<file path="src/hdl/ppq_pkg.sv">
`default_nettype none

package ppq_pkg;

    localparam int DEPTH_DEF = 16;
    localparam int ID_W      = 16;
    localparam int PRIO_W    = 8;

    localparam logic KIND_INSERT = 1'b0;
    localparam logic KIND_EXEC   = 1'b1;

    localparam logic [1:0] STATUS_OK    = 2'd0;
    localparam logic [1:0] STATUS_FULL  = 2'd1;
    localparam logic [1:0] STATUS_EMPTY = 2'd2;

    typedef struct packed {
        logic              kind;
        logic [ID_W-1:0]   proc_id;
        logic [PRIO_W-1:0] priority_req;
    } req_t;

    typedef struct packed {
        logic [1:0]        status;
        logic [ID_W-1:0]   out_id;
        logic [PRIO_W-1:0] out_priority;
        logic              last;
    } rsp_t;

    // controller -> datapath
    typedef struct packed {
        logic       load_req;
        logic       insert;
        logic       pop;
        logic       out_load;
        logic [1:0] out_status;
    } cmd_t;

    // datapath -> controller
    typedef struct packed {
        logic in_kind;
        logic full;
        logic empty;
        logic pop_last;
        logic out_free;
    } sts_t;

endpackage

`default_nettype wire

</file>
<file path="src/hdl/ppq_dp.sv">
`default_nettype none

module ppq_dp
    import ppq_pkg::*;
#(
    parameter int DEPTH = DEPTH_DEF
) (
    input  wire logic aclk,
    input  wire logic aresetn,
    input  wire req_t s_req,
    input  wire logic m_ready,
    output logic      m_valid,
    output rsp_t      m_rsp,
    input  wire cmd_t cmd,
    output sts_t      sts
);

    localparam int CW = $clog2(DEPTH + 1);

    // Entry 0 holds the highest priority; equal priorities keep arrival order.
    logic [ID_W-1:0]   id_reg   [DEPTH];
    logic [PRIO_W-1:0] prio_reg [DEPTH];
    logic [CW-1:0]     count_reg;
    logic [CW-1:0]     count_next;
    req_t              req_reg;
    rsp_t              rsp_reg;
    logic              m_valid_reg;
    logic [DEPTH:0]    ge_ext;

    always_ff @(posedge aclk) begin
        if (cmd.load_req) begin
            req_reg <= s_req;
        end
    end

    // ge_ext[i+1]: entry i is occupied and outranks or ties the new entry
    always_comb begin
        ge_ext[0] = 1'b1;
        for (int i = 0; i < DEPTH; i++) begin
            ge_ext[i+1] = (count_reg > CW'(i)) && (prio_reg[i] >= req_reg.priority_req);
        end
    end

    for (genvar i = 0; i < DEPTH; i++) begin : g_cell
        always_ff @(posedge aclk) begin
            if (cmd.insert && !ge_ext[i+1]) begin
                if (ge_ext[i]) begin
                    id_reg[i]   <= req_reg.proc_id;
                    prio_reg[i] <= req_reg.priority_req;
                end else begin
                    if (i > 0) begin
                        id_reg[i]   <= id_reg[(i > 0) ? i - 1 : 0];
                        prio_reg[i] <= prio_reg[(i > 0) ? i - 1 : 0];
                    end
                end
            end else if (cmd.pop && (i < DEPTH - 1)) begin
                id_reg[i]   <= id_reg[(i < DEPTH - 1) ? i + 1 : i];
                prio_reg[i] <= prio_reg[(i < DEPTH - 1) ? i + 1 : i];
            end
        end
    end

    always_comb begin
        count_next = count_reg;
        if (cmd.insert) begin
            count_next = count_reg + CW'(1);
        end else if (cmd.pop) begin
            count_next = count_reg - CW'(1);
        end
    end

    always_ff @(posedge aclk) begin
        if (!aresetn) begin
            count_reg <= '0;
        end else begin
            count_reg <= count_next;
        end
    end

    assign sts.in_kind  = s_req.kind;
    assign sts.full     = (count_reg == CW'(DEPTH));
    assign sts.empty    = (count_reg == '0);
    assign sts.pop_last = (count_reg == CW'(1)) || (prio_reg[1] != prio_reg[0]);
    assign sts.out_free = !m_valid_reg || m_ready;

    always_ff @(posedge aclk) begin
        if (cmd.out_load) begin
            rsp_reg.status <= cmd.out_status;
            if (cmd.pop) begin
                rsp_reg.out_id       <= id_reg[0];
                rsp_reg.out_priority <= prio_reg[0];
                rsp_reg.last         <= sts.pop_last;
            end else begin
                rsp_reg.out_id       <= '0;
                rsp_reg.out_priority <= '0;
                rsp_reg.last         <= 1'b1;
            end
        end
    end

    always_ff @(posedge aclk) begin
        if (!aresetn) begin
            m_valid_reg <= 1'b0;
        end else if (cmd.out_load) begin
            m_valid_reg <= 1'b1;
        end else if (m_ready) begin
            m_valid_reg <= 1'b0;
        end
    end

    assign m_valid = m_valid_reg;
    assign m_rsp   = rsp_reg;

endmodule

`default_nettype wire

</file>
<file path="src/hdl/ppq_ctrl.sv">
`default_nettype none

module ppq_ctrl
    import ppq_pkg::*;
(
    input  wire logic aclk,
    input  wire logic aresetn,
    input  wire logic s_valid,
    output logic      s_ready,
    input  wire sts_t sts,
    output cmd_t      cmd
);

    localparam logic [1:0] ST_IDLE = 2'd0;
    localparam logic [1:0] ST_INS  = 2'd1;
    localparam logic [1:0] ST_EXE  = 2'd2;

    logic [1:0] state_reg;
    logic [1:0] state_next;

    always_comb begin
        state_next     = state_reg;
        cmd            = '0;
        cmd.out_status = STATUS_OK;
        unique case (state_reg)
            ST_IDLE: begin
                if (s_valid) begin
                    cmd.load_req = 1'b1;
                    state_next   = (sts.in_kind == KIND_EXEC) ? ST_EXE : ST_INS;
                end
            end
            ST_INS: begin
                if (sts.out_free) begin
                    cmd.out_load   = 1'b1;
                    cmd.insert     = !sts.full;
                    cmd.out_status = sts.full ? STATUS_FULL : STATUS_OK;
                    state_next     = ST_IDLE;
                end
            end
            ST_EXE: begin
                if (sts.out_free) begin
                    cmd.out_load = 1'b1;
                    if (sts.empty) begin
                        cmd.out_status = STATUS_EMPTY;
                        state_next     = ST_IDLE;
                    end else begin
                        cmd.pop = 1'b1;
                        if (sts.pop_last) begin
                            state_next = ST_IDLE;
                        end
                    end
                end
            end
            default: begin
                state_next = ST_IDLE;
            end
        endcase
    end

    always_ff @(posedge aclk) begin
        if (!aresetn) begin
            state_reg <= ST_IDLE;
        end else begin
            state_reg <= state_next;
        end
    end

    assign s_ready = (state_reg == ST_IDLE);

    a_no_insert_full: assert property (@(posedge aclk) disable iff (!aresetn)
        cmd.insert |-> !sts.full)
        else $error("insert into full store");

    a_no_pop_empty: assert property (@(posedge aclk) disable iff (!aresetn)
        cmd.pop |-> !sts.empty)
        else $error("pop from empty store");

    a_load_free: assert property (@(posedge aclk) disable iff (!aresetn)
        cmd.out_load |-> sts.out_free)
        else $error("output register overwritten");

    a_last_ends: assert property (@(posedge aclk) disable iff (!aresetn)
        (cmd.pop && sts.pop_last) |=> s_ready)
        else $error("execute did not finish after last entry");

endmodule

`default_nettype wire

</file>
<file path="src/hdl/process_priority_queue.sv">
// Process priority queue: up to DEPTH (id, priority) entries, highest priority first.
// Insert request: taken when idle; result registered once the output register is free.
// Execute request: taken when idle, then one result per cycle for each removed entry;
// the output register stalls the sequencer while m_ready is low.
// Reset (aresetn low at a clock edge) empties the queue and drops any pending result.
`default_nettype none

module process_priority_queue
    import ppq_pkg::*;
#(
    parameter int DEPTH = DEPTH_DEF
) (
    input  wire logic aclk,
    input  wire logic aresetn,

    // request channel
    input  wire logic s_valid,
    output logic      s_ready,
    input  wire req_t s_req,

    // result channel
    output logic      m_valid,
    input  wire logic m_ready,
    output rsp_t      m_rsp
);

    // Control and status between sequencer and entry store
    cmd_t cmd;
    sts_t sts;

    // Sequencer: idle -> insert (one step) or execute (one step per removed entry).
    ppq_ctrl u_ctrl (
        .aclk    (aclk),
        .aresetn (aresetn),
        .s_valid (s_valid),
        .s_ready (s_ready),
        .sts     (sts),
        .cmd     (cmd)
    );

    // Entry store: sorted shift array with parallel compare for insert,
    // shift toward the head for removal, plus the result register.
    ppq_dp #(
        .DEPTH (DEPTH)
    ) u_dp (
        .aclk    (aclk),
        .aresetn (aresetn),
        .s_req   (s_req),
        .m_ready (m_ready),
        .m_valid (m_valid),
        .m_rsp   (m_rsp),
        .cmd     (cmd),
        .sts     (sts)
    );

endmodule

`default_nettype wire
</file>
<file path="config.mk">
export PLATFORM = sky130hd
export DESIGN_NAME = process_priority_queue
export DESIGN_NICKNAME = d
export VERILOG_FILES = /design/src/hdl/ppq_pkg.sv /design/src/hdl/ppq_dp.sv /design/src/hdl/ppq_ctrl.sv /design/src/hdl/process_priority_queue.sv
export SDC_FILE = /design/constraint.sdc
export NUM_CORES = 1
export LEC_CHECK = 0
export BUFFER_PORTS_ARGS = -buffer_cell sky130_fd_sc_hd__buf_4
export CAP_MARGIN = 10
export CORE_MARGIN = 3
export CORE_UTILIZATION = 45
export CTS_BUF_LIST = sky130_fd_sc_hd__clkbuf_4 sky130_fd_sc_hd__clkbuf_8
export DETAILED_ROUTE_END_ITERATION = 16
export SYNTH_ARGS = -nofsm -noshare
export SYNTH_HDL_FRONTEND = slang
export SYNTH_SLANG_ARGS = --single-unit
</file>
<file path="constraint.sdc">
create_clock -name aclk -period 4.4 [get_ports aclk]
set_input_delay 0.66 -clock aclk [delete_from_list [all_inputs] [get_ports aclk]]
set_output_delay 0.66 -clock aclk [all_outputs]
set_load 0.05 [all_outputs]
</file>
==> impl_results.md <==
* Routed vias at 17,490
* RSZ-0062 raised after global routing: false
* Net count, final at 2,117
* Number of warnings printed during yosys synthesis at 0
* Die width at 238.6 um
* Hold_buf cts at 0
* Number of fill cells in the layout at 4,587
* Largest cells by area after synthesis: sky130_fd_sc_hd__edfxtp_1, sky130_fd_sc_hd__a221o_1, sky130_fd_sc_hd__ha_1
* Data required time of the critical path at 4800 ps
* Starting density of the core at 45.85%
* Total overflow reported by the global router at 0
* Number of distinct library cells after synthesis at 69
* Die area at 0.05691 mm^2
* Cell at the root of the clock tree: sky130_fd_sc_hd__clkbuf_8
* 1st-pass router iterations at 5
* Initial antenna violation count at 1
* Worst r2r dst: u_dp.prio_reg[0][51]
* # clock sinks at 443
* Cell Count Post-Placement at 2,558
* Power density over the cells at 410.3 mW/mm^2
* Reg2reg path depth at 8
* Post-cts gate resize count at 0
* Synth Area per Inst at 12.61 um^2
* Share of synthesized area occupied by flip-flops and latches at 54.33%
* Worst slew slack as a fraction of its limit at 21.17%
* Multi-input combinational cell area at 0.01009 mm^2
* Maximum achievable frequency at 252.9 MHz
* Layout cells sized above 1 at 18.29%
* Largest net degree at the start of global routing at 48
* Buffers added on ports at 57
* Most used flip-flop cell after synthesis: sky130_fd_sc_hd__edfxtp_1
* Number of enable flip-flop cells after synthesis at 435
* Reported leakage power at 10.16 nW
* Clock transition at the register clock pins on the worst setup and hold paths after CTS at 60 ps
* Worst-Margin Slew at 1183 ps
* Layout overhead on the synthesized area at 10.46%
* Share of flip-flops with an asynchronous set or reset at 0%
* Number of max-cap violations at 0
* Antenna-violating nets left at 0
* First-pass GRT wire length at 100.5 mm
* Number of standard cells after synthesis at 1,930
* DRC violation total after the first TritonRoute iteration at 2,119
* CTS tree: done
* Routed wirelength normalized by instance count at 23.95 um
* Number of endpoints failing setup at the final stage at 0
* Latest clock arrival within the worst-skew pair at 660 ps
* Area of the core at 0.05308 mm^2
* Kind of start point of the critical path: flip-flop
* Vias in the first global route at 17,120
* Reg-to-reg slack, setup at 450 ps
* Number of hold-slack violations in the final timing report at 0
* Largest fanout on the critical path at 24
* Post-detailed-routing wire length at 64.68 mm
* Number of buffers between clock root and the deepest sink at 3
* Critical Path Source: u_dp.req_reg[0]
* Final worst path period need at 3954 ps
* Mapped cell area at 0.02434 mm^2
* Most area-hungry cell type in the Yosys netlist: sky130_fd_sc_hd__edfxtp_1
* DRC violations left at 0
* Post-CTS setup buffer count at 0
* Max IR drop VDD at 0.2141 mV
* Total number of placement rows at 84
* Total nets after synthesis at 2,096
* Via-per-instance ratio at 6.475
* Post-synthesis register bit count at 443
* Kind of critical path: reg -> reg
* Vert. Die Dim at 238.6 um
* Reg2reg start: u_dp.req_reg[0]
* H-Tree Depth at 3
* Count of pins over their slew limit at 0
* Number of top-level design ports at 58
* Share of the synthesized area in the top cell type at 53.68%
* Total CTS buffers at 79
* Type of the tightest min-delay check: in -> reg
* Outcome: complete, no violations
* Max reg flops at 256
* Storage element area at 0.01322 mm^2
* Global-route usage over all layers at 22.53%
* Final GP Congestion at 0.8673
* HPWL after detailed placement at 46.33 mm
* CP Capture Point: u_dp.prio_reg[0][51]
* Kind of capture point of the worst setup path: flip-flop
* Setup Skew at 24.50 ps
* Data arrival at the endpoint of the critical path at 4350 ps
* Aggregate negative setup slack at 0 ps
* Share of the clock period used by the worst path after layout at 89.87%
* Final cell count without fillers at 2,701
[routing by layer]
metal  global-route usage (%)  vias to the layer above  wire (um)
met4                    7.367                        0       1823
met5                        0                        -          0
li1                         -                     7929          -
met1                    31.85                     8687      28580
met2                    35.52                      758      29150
met3                    3.888                      115       5131
[metrics by stage]
stage / cell area (um^2) / total power (W) / utilization (%) / setup slack [ps] / hold slack (ps)
global route: 26880 / 0.01152 / 50.65 / 338.9 / 128.3
detailed placement: 25370 / 0.007331 / 47.79 / 531.7 / 522.5
finish: 26880 / 0.01103 / 50.65 / 445.9 / 181.0
CTS: 26880 / 0.01113 / 50.64 / 539.9 / 119.5
floorplan: 24340 / 0.006744 / - / 307.8 / 495.5
global placement: 25370 / 0.007262 / 47.79 / 646.3 / 514.1
[synth_stat cells, types with 8 or more instances]
cell / number
sky130_fd_sc_hd__a2111o_1: 10
sky130_fd_sc_hd__a21o_1: 26
sky130_fd_sc_hd__a21oi_1: 82
sky130_fd_sc_hd__a221o_1: 264
sky130_fd_sc_hd__a22o_1: 17
sky130_fd_sc_hd__a31oi_1: 10
sky130_fd_sc_hd__and2_1: 81
sky130_fd_sc_hd__and3_1: 147
sky130_fd_sc_hd__buf_1: 20
sky130_fd_sc_hd__buf_2: 52
sky130_fd_sc_hd__clkbuf_1: 102
sky130_fd_sc_hd__dfxtp_1: 8
sky130_fd_sc_hd__edfxtp_1: 435
sky130_fd_sc_hd__ha_1: 137
sky130_fd_sc_hd__inv_1: 59
sky130_fd_sc_hd__mux2_2: 50
sky130_fd_sc_hd__nand2_1: 39
sky130_fd_sc_hd__nand2b_1: 19
sky130_fd_sc_hd__nand4_1: 14
sky130_fd_sc_hd__nor2_1: 31
sky130_fd_sc_hd__nor3_1: 60
sky130_fd_sc_hd__nor3b_1: 24
sky130_fd_sc_hd__o21a_1: 12
sky130_fd_sc_hd__o21ai_0: 31
sky130_fd_sc_hd__o221a_2: 26
sky130_fd_sc_hd__o31ai_1: 9
sky130_fd_sc_hd__o32ai_1: 24
sky130_fd_sc_hd__or2_2: 9
sky130_fd_sc_hd__or3_1: 25
sky130_fd_sc_hd__xnor2_1: 10
[cells by family after synthesis]
logic type      share of synthesized area [%]
buf+inv                                 4.370
flops                                   54.33
fa+ha+maj                               7.044
simple gates                            11.47
compound gates                          20.07
mux                                     2.355
xor+xnor                               0.3599
[where the power goes]
group | total, W | internal (W) | switching (W)
combinational | 0.00182 | 0.000765 | 0.00105
sequential | 0.00545 | 0.00515 | 0.000297
clock | 0.00377 | 0.00202 | 0.00175
total | 0.0110 | 0.00793 | 0.00310
[cells in the final DEF, fill, tap and decap left out, types with 5 or more instances in the layout]
cell,instances
sky130_fd_sc_hd__edfxtp_1,435
sky130_fd_sc_hd__a221o_1,264
sky130_fd_sc_hd__and3_1,146
sky130_fd_sc_hd__ha_1,137
sky130_fd_sc_hd__buf_4,126
sky130_fd_sc_hd__and2_1,81
sky130_fd_sc_hd__clkbuf_8,81
sky130_fd_sc_hd__a21oi_1,80
sky130_fd_sc_hd__nor3_1,60
sky130_fd_sc_hd__inv_1,59
sky130_fd_sc_hd__mux2_2,50
sky130_fd_sc_hd__nand2_1,39
sky130_fd_sc_hd__nor2_1,29
sky130_fd_sc_hd__o21ai_0,28
sky130_fd_sc_hd__clkbuf_4,28
sky130_fd_sc_hd__o221a_2,26
sky130_fd_sc_hd__a21o_1,26
sky130_fd_sc_hd__or3_1,25
sky130_fd_sc_hd__nor3b_1,24
sky130_fd_sc_hd__o32ai_1,24
sky130_fd_sc_hd__clkinv_1,21
sky130_fd_sc_hd__nand2b_1,19
sky130_fd_sc_hd__a22o_1,17
sky130_fd_sc_hd__nand4_1,14
sky130_fd_sc_hd__o21a_1,12
sky130_fd_sc_hd__a2111o_1,10
sky130_fd_sc_hd__a31oi_1,10
sky130_fd_sc_hd__xnor2_1,10
sky130_fd_sc_hd__or2_2,9
sky130_fd_sc_hd__a21oi_2,9
sky130_fd_sc_hd__o31ai_1,9
sky130_fd_sc_hd__dfxtp_1,8
sky130_fd_sc_hd__nor2_2,7
sky130_fd_sc_hd__a211oi_1,7
sky130_fd_sc_hd__a22oi_1,7
sky130_fd_sc_hd__clkinv_2,7
sky130_fd_sc_hd__o21ai_2,6
sky130_fd_sc_hd__nand3_1,5
sky130_fd_sc_hd__a2111oi_0,5
[layout make-up]
cell class	instances	area share [%]
Antenna cell	1	0.009309
Clock buffer	109	4.929
Clock inverter	33	0.6935
Inverter	60	0.8378
Multi-Input combinational cell	1240	37.54
Sequential cell	443	49.19
Tap cell	688	3.202
Timing Repair Buffer	127	3.593
[critical path: stages (launching register included)]
cell,delay [ps]
sky130_fd_sc_hd__edfxtp_1,870
sky130_fd_sc_hd__buf_4,280
sky130_fd_sc_hd__ha_1,240
sky130_fd_sc_hd__nand2b_1,170
sky130_fd_sc_hd__a2111o_1,430
sky130_fd_sc_hd__a21oi_1,200
sky130_fd_sc_hd__o21a_1,620
sky130_fd_sc_hd__a21oi_2,450
sky130_fd_sc_hd__a221o_1,410
[worst min-delay path by stage]
stage                         from             endpoint  slack (ps)  cells past startpoint
5_1_grt                  s_req[12]     u_dp.req_reg[12]         130                      1
6_report                 s_req[13]     u_dp.req_reg[13]         180                      1
2_1_floorplan  u_ctrl.state_reg[1]  u_ctrl.state_reg[1]         500                      1
3_5_place_dp   u_ctrl.state_reg[1]  u_ctrl.state_reg[1]         520                      1
3_3_place_gp   u_ctrl.state_reg[1]  u_ctrl.state_reg[1]         510                      1
4_1_cts                  s_req[10]     u_dp.req_reg[10]         120                      1
No activity file was read; power rests on OpenSTA's default activity.
